--- src/rtl/core/slc_pkg.sv ---
// ----------------------------------------------------------------------------
// slc_pkg: shared types and constants of the set-associative cache model
// Request and config codes, sequencer states and the lookup result record.
// ----------------------------------------------------------------------------
package slc_pkg;

  localparam int unsigned MAX_SETS_DEF   = 1024;
  localparam int unsigned MAX_WAYS_DEF   = 8;
  localparam int unsigned ADDR_BITS_DEF  = 32;
  localparam int unsigned WORD_BYTES_DEF = 4;

  localparam int unsigned REQ_W     = 2;
  localparam int unsigned ADDR_W    = 32;
  localparam int unsigned FETCH_W   = 11;
  localparam int unsigned CB_W      = 25;
  localparam int unsigned WORDS_W   = 13;
  localparam int unsigned CFG_W     = 4;
  localparam int unsigned CFG_IDX_W = 3;

  typedef enum logic [REQ_W-1:0] {
    REQ_LOAD  = 2'd0,
    REQ_STORE = 2'd1,
    REQ_FETCH = 2'd2,
    REQ_FLUSH = 2'd3
  } req_type_e;

  typedef enum logic [CFG_IDX_W-1:0] {
    CFG_SPLIT      = 3'd0,
    CFG_BLOCK_LOG2 = 3'd1,
    CFG_FIRST_SETS = 3'd2,
    CFG_DATA_SETS  = 3'd3,
    CFG_WAYS       = 3'd4,
    CFG_WRITE_BACK = 3'd5,
    CFG_WRITE_ALLOC = 3'd6
  } cfg_idx_e;

  typedef enum logic [2:0] {
    ST_CLEAR,
    ST_IDLE,
    ST_READ,
    ST_UPDATE,
    ST_FLUSH,
    ST_FLUSH_TAIL,
    ST_FLUSH_MUL,
    ST_RESP
  } state_e;

  typedef struct packed {
    logic               hit;
    logic               row_we;
    logic [FETCH_W-1:0] fetch_words;
    logic [CB_W-1:0]    copyback_words;
  } lk_res_t;

endpackage

--- src/rtl/core/slc_way_logic.sv ---
// ----------------------------------------------------------------------------
// slc_way_logic: lookup and replacement unit
// Tag match, victim choice, lru age update and word counts for one set row.
// ----------------------------------------------------------------------------
module slc_way_logic #(
  parameter int unsigned MAX_WAYS = slc_pkg::MAX_WAYS_DEF,
  parameter int unsigned TAG_W    = 30,
  parameter int unsigned AGE_W    = 3,
  parameter int unsigned NW_W     = 4
) (
  input  logic [TAG_W-1:0]            tag_i [MAX_WAYS],
  input  logic [MAX_WAYS-1:0]         valid_i,
  input  logic [MAX_WAYS-1:0]         dirty_i,
  input  logic [AGE_W-1:0]            age_i [MAX_WAYS],
  input  logic [TAG_W-1:0]            req_tag_i,
  input  logic [NW_W-1:0]             nw_i,
  input  logic                        store_i,
  input  logic                        write_back_i,
  input  logic                        write_alloc_i,
  input  logic [slc_pkg::WORDS_W-1:0] words_i,
  output logic [TAG_W-1:0]            tag_o [MAX_WAYS],
  output logic [MAX_WAYS-1:0]         valid_o,
  output logic [MAX_WAYS-1:0]         dirty_o,
  output logic [AGE_W-1:0]            age_o [MAX_WAYS],
  output slc_pkg::lk_res_t            res_o
);

  logic              hit, inv, fill;
  logic [AGE_W-1:0]  hw, iw, vw, w, best;
  logic [NW_W-1:0]   thr;
  logic [slc_pkg::CB_W-1:0] cb;

  always_comb begin
    hit  = 1'b0;
    inv  = 1'b0;
    hw   = '0;
    iw   = '0;
    vw   = '0;
    best = '0;
    for (int k = 0; k < MAX_WAYS; k++) begin
      if (!hit && NW_W'(k) < nw_i && valid_i[k] && tag_i[k] == req_tag_i) begin
        hit = 1'b1;
        hw  = AGE_W'(k);
      end
      if (!inv && NW_W'(k) < nw_i && !valid_i[k]) begin
        inv = 1'b1;
        iw  = AGE_W'(k);
      end
      // oldest line, lowest way on a tie
      if (NW_W'(k) < nw_i && age_i[k] > best) begin
        best = age_i[k];
        vw   = AGE_W'(k);
      end
    end

    fill = !hit && !(store_i && !write_alloc_i);
    w    = hit ? hw : (inv ? iw : vw);
    thr  = hit ? NW_W'(age_i[hw]) : nw_i;

    tag_o   = tag_i;
    valid_o = valid_i;
    dirty_o = dirty_i;
    age_o   = age_i;

    if (hit || fill) begin
      for (int k = 0; k < MAX_WAYS; k++) begin
        if (NW_W'(k) < nw_i && AGE_W'(k) != w && valid_i[k] && NW_W'(age_i[k]) < thr
            && (NW_W + 1)'(age_i[k]) + 1'b1 < (NW_W + 1)'(nw_i)) begin
          age_o[k] = age_i[k] + 1'b1;
        end
      end
      age_o[w] = '0;
    end

    cb = '0;
    if (hit) begin
      if (store_i && write_back_i) begin
        dirty_o[w] = 1'b1;
      end
    end else if (fill) begin
      tag_o[w]   = req_tag_i;
      valid_o[w] = 1'b1;
      dirty_o[w] = store_i && write_back_i;
      if (!inv && dirty_i[vw]) begin
        cb = slc_pkg::CB_W'(words_i);
      end
    end
    if (store_i && ((!hit && !fill) || !write_back_i)) begin
      cb = cb + 1'b1;
    end

    res_o.hit            = hit;
    res_o.row_we         = hit || fill;
    res_o.fetch_words    = fill ? words_i[slc_pkg::FETCH_W-1:0] : '0;
    res_o.copyback_words = cb;
  end

endmodule
--- config.mk ---
export PLATFORM = sky130hd
export DESIGN_NAME = slc_way_logic
export DESIGN_NICKNAME = d
export VERILOG_FILES = /design/src/rtl/core/slc_pkg.sv /design/src/rtl/core/slc_way_logic.sv
export SDC_FILE = /design/constraint.sdc
export NUM_CORES = 1
export LEC_CHECK = 0
export BUFFER_PORTS_ARGS = -buffer_cell sky130_fd_sc_hd__buf_2
export CAP_MARGIN = 20
export CORE_AREA = 8 8 243 245
export DETAILED_ROUTE_END_ITERATION = 8
export DIE_AREA = 0 0 251 253
export GPL_ROUTABILITY_DRIVEN = 1
export PLACE_DENSITY = 0.47
export SYNTH_ARGS = -nofsm -noshare
export SYNTH_HDL_FRONTEND = slang
export SYNTH_SLANG_ARGS = --single-unit
export TNS_END_PERCENT = 50
--- constraint.sdc ---
create_clock -name vclk -period 17.2
set_input_delay 1.72 -clock vclk [all_inputs]
set_output_delay 1.72 -clock vclk [all_outputs]
set_load 0.01 [all_outputs]
**Yosys cells after proc, flatten, opt, wreduce, memory -nomap -nowiden**

Index checks and enable logic that the tools add are counted.

- Flip-flop bits (word level): 0
- Input port bits: 330
- Output and inout bits: 318
- Word-level logic and storage cells: 282

- $add $sub $neg: 17
- Magnitude comparators: 38
- Equality and inequality tests: 15
- Mux-type cells: 89
- Bitwise gates (word level): 6
- Reductions and logical operators: 117

Operator list:

| kind | count |
|---|---|
| two-way mux 240 bit | 2 |
| bitwise mux 240 bit | 1 |
| == test 30 bit | 8 |
| two-way mux 3 bit | 46 |
| demux 30 bit (select 3 bit) | 1 |
| logical AND 1 bit | 86 |
| two-way mux 8 bit | 5 |
| two-way mux 13 bit | 3 |
| adder 3 x 1 -> 4 bit, second input constant | 8 |
| < comparator 3 x 4 -> 1 bit | 8 |
| < comparator 4 bit | 8 |
| two-way mux 30 bit | 1 |
| logical NOT 1 bit | 28 |
| adder 25 x 1 -> 25 bit, second input constant | 1 |
| two-way mux 25 bit | 1 |
| adder 3 x 1 -> 3 bit, second input constant | 8 |
| bitwise AND 24 bit | 1 |
| two-way mux 24 bit | 1 |
| inverter 24 bit | 1 |
| greater-than comparator 3 bit | 7 |
| two-way mux 1 bit | 21 |
| < comparator 3 x 4 -> 1 bit, first input constant | 4 |
| bitwise OR 8 bit | 2 |
| inequality test 3 bit, first input constant | 4 |
| 19 further kinds | 26 |

**Longest topological paths before layout**

Gate-level depths: netlist of the first run.

- Word-level depth: 51
- Gate-level depth with buffers: 65

**Worst setup path after synthesis of the first run**

Ideal clock, no wire load.

- Path type: input to output
- Start: in nw_i[0]
- End: out res_o[12] (netlist bit)
- Arrival time: 13.336 ns
- Required time: 15.480 ns
- Setup slack: 2.144 ns
- Stages: 61
- Buffers on the path: 3
- Path through: or4_1 buf_2 and3_1 ha_1 a31oi_2 and2_1 clkbuf_1 mux2_2 ha_1 nor2_1 maj3_1 a31oi_1 mux2_2 ha_1 nor2_1 a22oi_1 o21ai_0 a21oi_1 [25 not listed] ha_1 o21ai_0 nand2b_1 nand3_1 o31a_1 a21bo_2 a21boi_0 a31oi_1 buf_2 nor2_1 ha_1 nand4_1 nor2_1 nand3_1 nor3_1 nand3_1 xor2_1 nor3_1

RTL lines:

| element | RTL line | text |
|---|---|---|
| start, declared | slc_way_logic.sv:16 | `input logic [NW_W-1:0] nw_i,` |
| end, declared | slc_way_logic.sv:25 | `output slc_pkg::lk_res_t res_o` |

==> results of run 1 <==
metrics by stage:
| step | setup slack [ps] | total power [W] | area (um2) | cells | hold slack [ps] |
|---|---|---|---|---|---|
| after global routing | 10.2 | 0.000622 | 14900 | 2678 | 3790 |
| after floorplan | 2140 | 0.000332 | 11200 | 1422 | 3530 |
| after detailed placement | 643 | 0.000586 | 14900 | 2675 | 3780 |
| after global placement | 882 | 0.000585 | 14900 | 2675 | 3770 |
| final | 1160 | 0.000589 | 14900 | 2685 | 3780 |
| after CTS | 565 | 0.000589 | 14900 | 2675 | 3780 |
worst max-delay path, delay by kind of cell:
family	cells	cell delay, ps
AOI/OAI and AO/OA	16	2850
xor gates and xnor gates	1	150
adders and majority gates	10	2660
buffers and inverters	4	640
muxes	6	2120
and+or+nand+nor	25	4140
final timing paths:
path | start | cells past startpoint | to
max | nw_i[3] | 62 | res_o[12]
min | tag_i[148] | 3 | tag_o[148]
power by group through the flow:
stage | Sequential (W) | Clock [W] | Combinational, W
floorplan | 0 | 0 | 0.000332
global placement | 0 | 0 | 0.000585
detailed placement | 0 | 0 | 0.000586
CTS | 0 | 0 | 0.000589
global route | 0 | 0.0000000000233 | 0.000622
finish | 0 | 0.0000000000779 | 0.000589
area by class of cell:
type	count	area share [%]
antenna	10	0.168
inverter	34	0.856
tap	712	5.98
multi-input combinational	1268	70.3
timing repair buffer	661	22.7
cell families (layout without fill, tap and decap cells):
group	count (synthesis)	count (layout)	synth area share (%)
AND/OR/NAND/NOR	443	443	21.9
buffers and inverters	154	695	7.14
multiplexers	267	267	29.4
adder cells (fa/ha/maj)	66	66	7.31
XOR/XNOR	261	261	20.4
other	1	21	0.0335
AO/OA/AOI/OAI	220	220	13.9
per-layer routing:
metal / vias up / routed length [um]
li1: 6291 / -
met1: 6990 / 32600
met2: 709 / 45700
met3: 116 / 5130
met4: 10 / 3390
met5: - / 61
cell usage after synthesis, types with 6 or more instances:
library cell  instances  area [um2]
xnor2_1             208        1820
ha_1                 63         788
nand4b_1              6        52.6
or2_2                 8        50.1
buf_1                11        41.3
nand3_1              37         185
mux2_2              102        1150
nor4_1               24         150
nor4b_1               6        52.6
clkbuf_1             60         225
o21ai_0              37         185
a311oi_1              6        52.6
o22ai_1               9        56.3
o21a_1                6        45.0
mux2i_1              19         190
buf_4                19         143
or3_1                 7        43.8
o211ai_1              6        45.0
and2_1               15        93.8
nand2_1              92         345
nor2_1               64         240
mux2_4               81        1220
a21boi_0              9        67.6
buf_6                18         203
a211oi_1              7        52.6
a31oi_1               9        56.3
nand4_1              65         407
mux2_1               65         732
inv_1                34         128
a21oi_1              45         225
nor2b_1              16         100
nand2b_1             15        93.8
o31ai_1              13        97.6
and3_1               21         131
buf_2                12        60.1
xor2_1               53         464
o31a_1                6        52.6
or4_1                13        97.6
a21o_1                6        45.0
nor3_1               27         135
what timing repair did:
action / CTS / global route
endpoints found under the setup margin: 0 / 36
gates resized for setup: 0 / 7
setup buffers: 0 / 0
==> metrics.json, run 1 <==
{
  "finish": {
    "layout_common_cells": "buf_2 (637), xnor2_1 (208), mux2_2 (102), nand2_1 (92), mux2_4 (81)",
    "drive_gt1_share_pct": 45.0,
    "most_common_library_cell_in_the_layout_ignoring_fill_and_taps": "buf_2",
    "area_of_the_multi_input_gates_mm2": 0.0105,
    "clock_buffer_instance_count_of_the_final_layout": 0,
    "post-route-util_pct": 26.8,
    "synthToLayoutAreaGrowth_pct": 33.1,
    "register_area_um2": 0,
    "n_sequential_cell": 0,
    "fillCellCount": 6230,
    "final_nets": 2358
  },
  "floorplanning": {
    "die-width_um": 251,
    "core_area_mm2": 0.0555,
    "floorplan.die_area_mm2": 0.0635,
    "initial_core_utilization_pct": 20.2,
    "ioPinCount": 648,
    "std_cell_rows": 87,
    "die_h_um": 253
  },
  "global_route": {
    "grt_util_all_layers_pct": 25.4,
    "wire_length_of_the_first_global_routing_pass_um": 116000,
    "antenna_violations_before_repair": 26,
    "grt_start_max_net_pins": 34,
    "met3_usage_pct": 3.91,
    "grt_overflow": 0,
    "top_usage_layer": "met2",
    "use_met1_pct": 28.2,
    "gr-usage-met2_pct": 49.0,
    "grt_pass1_vias": 14600
  },
  "power_and_ir_drop": {
    "vdd_ir_drop_max_mv": 0.0267,
    "sw_frac_of_total_pct": 60.7,
    "combinationalPowerShare_pct": 100.0,
    "power-per-cell-area_mw_per_mm2": 39.5,
    "power.switching_w": 0.000358,
    "power.leakage_nw": 6.71,
    "clock_power_share_pct": 0,
    "p_int_w": 0.000231,
    "pwr-share-seq_pct": 0
  },
  "sta": {
    "grt_setup_unrepaired": "no",
    "tns_ps": 0,
    "final.period_utilization_pct": 93.3,
    "least_margin_pin_slew_ps": 1060,
    "max-slew-margin-rel_pct": 29.1,
    "max_freq_mhz": 62.3,
    "slew_violations": 0,
    "final_hold_viol_count": 0,
    "fin_crit_ps": 16040,
    "final-setup-viol-count": 0
  },
  "setup_path": {
    "worstSetupEndpointType": "output port",
    "worst-endpoint-arrival_ps": 14320,
    "critical-path-slowest-cell": "or4_1",
    "setup.worst_path.class": "in -> out",
    "timing.critical_path.fanout_max": 16,
    "critPathLaunchType": "input port",
    "crit_path_required_time_ps": 15480,
    "slowest_cell_delay_on_critical_path_ps": 630,
    "critical_path_most_common_cell": "ha_1"
  },
  "clocking": {
    "cts.hold.buffers_added": 0
  },
  "flow_run": {
    "maxCapViolations": 0
  },
  "route": {
    "drcViolationCount": 0,
    "detail_route.wl_per_cell_um": 32.3,
    "routed_via_density": 5.26,
    "dr.first_iter.drc_count": 1010,
    "dr_total_vias": 14100,
    "drt-pass1-iter-count": 5,
    "wirelength_um": 86800,
    "antenna_left": 0
  },
  "place": {
    "replace_congestion": 0.928,
    "place.detailed.hpwl_um": 75200,
    "portBuffers": 637
  },
  "status": {
    "outcome": "completed"
  },
  "yosys": {
    "post_synth_instance_area_mm2": 0.0112,
    "synth-seq-area-share_pct": 0,
    "postSynthCellCount": 1412,
    "ys_types": 88,
    "warning_count_from_the_yosys_run": 0,
    "postSynthAreaPerCell_um2": 7.93
  },
  "hold_path": {
    "timing.hold.worst.class": "in -> out"
  }
}
No activity file was read; power rests on OpenSTA's default activity.
==> run 2, diff against run 1 <==
--- a/config.mk
+++ b/config.mk
@@ -5,13 +5,14 @@
 export SDC_FILE = /design/constraint.sdc
 export NUM_CORES = 1
 export LEC_CHECK = 0
+export ABC_AREA = 1
 export BUFFER_PORTS_ARGS = -buffer_cell sky130_fd_sc_hd__buf_2
 export CAP_MARGIN = 20
-export CORE_AREA = 8 8 243 245
+export CORE_AREA = 8 8 248 250
 export DETAILED_ROUTE_END_ITERATION = 8
-export DIE_AREA = 0 0 251 253
+export DIE_AREA = 0 0 256 258
 export GPL_ROUTABILITY_DRIVEN = 1
-export PLACE_DENSITY = 0.47
+export PLACE_DENSITY = 0.44
 export SYNTH_ARGS = -nofsm -noshare
 export SYNTH_HDL_FRONTEND = slang
 export SYNTH_SLANG_ARGS = --single-unit
==> metrics.json, run 2 <==
{
  "floorplanning": {
    "die_h": {"value": 258, "unit": "um", "change": "was 253 um"},
    "core_area": {"value": 0.0574, "unit": "mm2", "change": "was 0.0555 mm2"},
    "ioPinCount": {"value": 648, "change": "unchanged"},
    "floorplan.die_area": {"value": 0.0660, "unit": "mm2", "change": "was 0.0635 mm2"},
    "initial_core_utilization": {"value": 17.8, "unit": "%", "change": "was 20.2%"},
    "die-width": {"value": 256, "unit": "um", "change": "was 251 um"},
    "std_cell_rows": {"value": 88, "change": "was 87"}
  },
  "sta": {
    "least_margin_pin_slew": {"value": 1070, "unit": "ps", "change": "was 1060 ps"},
    "max_freq": {"value": 72.1, "unit": "MHz", "change": "was 62.3 MHz"},
    "final-setup-viol-count": {"value": 0, "change": "unchanged"},
    "grt_setup_unrepaired": {"value": "no", "change": "unchanged"},
    "fin_crit": {"value": 13860, "unit": "ps", "change": "was 16040 ps"},
    "max-slew-margin-rel": {"value": 28.5, "unit": "%", "change": "was 29.1%"},
    "tns": {"value": 0, "unit": "ps", "change": "unchanged"},
    "final.period_utilization": {"value": 80.6, "unit": "%", "change": "was 93.3%"},
    "setup_ws": {"value": 3340, "unit": "ps", "change": "was 1160 ps"},
    "slew_violations": {"value": 0, "change": "unchanged"},
    "final_hold_viol_count": {"value": 0, "change": "unchanged"}
  },
  "setup_path": {
    "timing.critical_path.fanout_max": {"value": 40, "change": "was 16"},
    "critPathLaunchType": {"value": "input port", "change": "unchanged"},
    "setup.worst_path.class": {"value": "in -> out", "change": "unchanged"},
    "crit_path_required_time": {"value": 15480, "unit": "ps", "change": "about the same"},
    "slowest_cell_delay_on_critical_path": {"value": 520, "unit": "ps", "change": "was 630 ps"},
    "critical-path-slowest-cell": {"value": "inv_2", "change": "was or4_1"},
    "worst-endpoint-arrival": {"value": 12140, "unit": "ps", "change": "was 14320 ps"},
    "worstSetupEndpointType": {"value": "output port", "change": "unchanged"}
  },
  "yosys": {
    "ys_types": {"value": 60, "change": "was 88"},
    "postSynthCellCount": {"value": 1911, "change": "was 1412"},
    "warning_count_from_the_yosys_run": {"value": 0, "change": "unchanged"},
    "post_synth_instance_area": {"value": 0.0102, "unit": "mm2", "change": "was 0.0112 mm2"},
    "postSynthAreaPerCell": {"value": 5.34, "unit": "um2", "change": "was 7.93 um2"},
    "synth-seq-area-share": {"value": 0, "unit": "%", "change": "unchanged"},
    "netlist.top_cell.by_area": {"value": "nand2_1", "change": "was xnor2_1"},
    "synthMostInstantiatedCell": {"value": "nand2_1", "change": "was xnor2_1"},
    "yosysTopAreaCellShare": {"value": 20.7, "unit": "%", "change": "was 16.3%"},
    "synth_top_cells_by_area": {"value": "nand2_1 (21%), inv_1 (9.3%), o21ai_0 (7.8%)", "change": "was xnor2_1 (16%), mux2_4 (11%), mux2_2 (10%)"},
    "synth_top_cells_by_count": {"value": "nand2_1 (562), inv_1 (254), o21ai_0 (159), o21ai_1 (132), nor2_1 (91)", "change": "was xnor2_1 (208), mux2_2 (102), nand2_1 (92), mux2_4 (81)"}
  },
  "global_route": {
    "grt_util_all_layers": {"value": 25.6, "unit": "%", "change": "was 25.4%"},
    "grt_pass1_vias": {"value": 15400, "change": "was 14600"},
    "wire_length_of_the_first_global_routing_pass": {"value": 123000, "unit": "um", "change": "was 116000 um"},
    "grt_overflow": {"value": 0, "change": "unchanged"},
    "antenna_violations_before_repair": {"value": 9, "change": "was 26"},
    "grt_start_max_net_pins": {"value": 63, "change": "was 34"}
  },
  "finish": {
    "clock_buffer_instance_count_of_the_final_layout": {"value": 0, "change": "unchanged"},
    "final_nets": {"value": 2866, "change": "was 2358"},
    "layout_common_cells": {"value": "buf_2 (637), nand2_1 (562), inv_1 (254), o21ai_0 (159), o21ai_1 (132)", "change": "was buf_2 (637), xnor2_1 (208), mux2_2 (102), nand2_1 (92), mux2_4 (81)"},
    "most_common_library_cell_in_the_layout_ignoring_fill_and_taps": {"value": "buf_2", "change": "unchanged"},
    "area_of_the_multi_input_gates": {"value": 0.00855, "unit": "mm2", "change": "was 0.0105 mm2"},
    "n_sequential_cell": {"value": 0, "change": "unchanged"},
    "fillCellCount": {"value": 6900, "change": "was 6230"},
    "post-route-util": {"value": 24.4, "unit": "%", "change": "was 26.8%"},
    "synthToLayoutAreaGrowth": {"value": 37.0, "unit": "%", "change": "was 33.1%"},
    "register_area": {"value": 0, "unit": "um2", "change": "unchanged"},
    "drive_gt1_share": {"value": 30.4, "unit": "%", "change": "was 45.0%"}
  },
  "status": {
    "outcome": {"value": "completed", "change": "unchanged"}
  },
  "route": {
    "drcViolationCount": {"value": 0, "change": "unchanged"},
    "dr.first_iter.drc_count": {"value": 1529, "change": "was 1010"},
    "dr_total_vias": {"value": 15900, "change": "was 14100"},
    "antenna_left": {"value": 0, "change": "unchanged"},
    "routed_via_density": {"value": 4.90, "change": "was 5.26"},
    "detail_route.wl_per_cell": {"value": 27.9, "unit": "um", "change": "was 32.3 um"},
    "wirelength": {"value": 90400, "unit": "um", "change": "was 86800 um"},
    "drt-pass1-iter-count": {"value": 5, "change": "unchanged"}
  },
  "power_and_ir_drop": {
    "power.leakage": {"value": 7.67, "unit": "nW", "change": "was 6.71 nW"},
    "power-per-cell-area": {"value": 45.3, "unit": "mW/mm2", "change": "was 39.5 mW/mm2"},
    "vdd_ir_drop_max": {"value": 0.0191, "unit": "mV", "change": "was 0.0267 mV"}
  },
  "place": {
    "place.detailed.hpwl": {"value": 75200, "unit": "um", "change": "about the same"},
    "replace_congestion": {"value": 0.924, "change": "was 0.928"},
    "portBuffers": {"value": 637, "change": "unchanged"},
    "setup_slack_after_placement": {"value": 2970, "unit": "ps", "change": "was 643 ps"}
  },
  "clocking": {
    "cts.hold.buffers_added": {"value": 0, "change": "unchanged"},
    "cts_post_setup_buffers_inserted": {"value": 0, "change": "unchanged"},
    "cts.repair.resized": {"value": 0, "change": "unchanged"}
  },
  "hold_path": {
    "holdCritStartpoint": {"value": "words_i[12]", "change": "was tag_i[148]"},
    "timing.hold.worst.class": {"value": "in -> out", "change": "unchanged"},
    "worstHoldEndpoint": {"value": "res_o[12]", "change": "was tag_o[148]"},
    "holdPathStages": {"value": 3, "change": "unchanged"}
  },
  "flow_run": {
    "maxCapViolations": {"value": 0, "change": "unchanged"}
  }
}
run 2: report_power, final:
group             internal [W]        total (W)  switching [W]
clock network  0.0000000000307  0.0000000000307              0
logic                 0.000207         0.000632       0.000426
registers                    0                0              0
run 2: worst max-delay path: cells and delay by family:
family | cells | cell delay [ps]
simple gates | 35 | 4250
buf+inv | 9 | 1620
compound gates | 13 | 2440
fa+ha+maj | 7 | 2100
run 2: final cells by class:
| class | instances | area share [%] |
|---|---|---|
| Antenna cell | 10 | 0.179 |
| Inverter | 277 | 7.48 |
| Multi-Input combinational cell | 1531 | 61.2 |
| Tap cell | 765 | 6.85 |
| Timing Repair Buffer | 663 | 24.3 |
run 2: cells by family after synthesis:
kind of cell             share of synthesized area, %
buffers and inverters                            16.5
AO/OA/AOI/OAI                                    27.7
XOR/XNOR                                         9.96
adder cells (fa/ha/maj)                          7.73
AND/OR/NAND/NOR                                  38.0
other                                          0.0368
run 2: worst max-delay path by stage:
stage	from	to	slack, ps
after global placement	nw_i[0]	dirty_o[7]	3020
after global routing	age_i[21]	tag_o[92]	2220
final	nw_i[0]	tag_o[92]	3340
after detailed placement	nw_i[0]	dirty_o[7]	2970
after CTS	nw_i[0]	dirty_o[7]	2900
after floorplan	age_i[21]	res_o[12]	5140
run 2: layer usage:
layer,wire length (um),up-vias,track usage (%)
met2,40300,866,42.2
met1,39300,7392,33.9
met4,3270,4,6.92
met5,27,-,0
met3,7500,156,4.84
li1,-,7482,-
run 2: stage by stage:
stage               area, um2  total power [W]  instances  hold slack, ps
floorplan               10200         0.000352       1921            3530
global placement        13900         0.000628       3233            3730
detailed placement      13900         0.000627       3233            3720
CTS                     13900         0.000630       3233            3720
global route            14000         0.000687       3237            3740
finish                  14000         0.000632       3246            3720
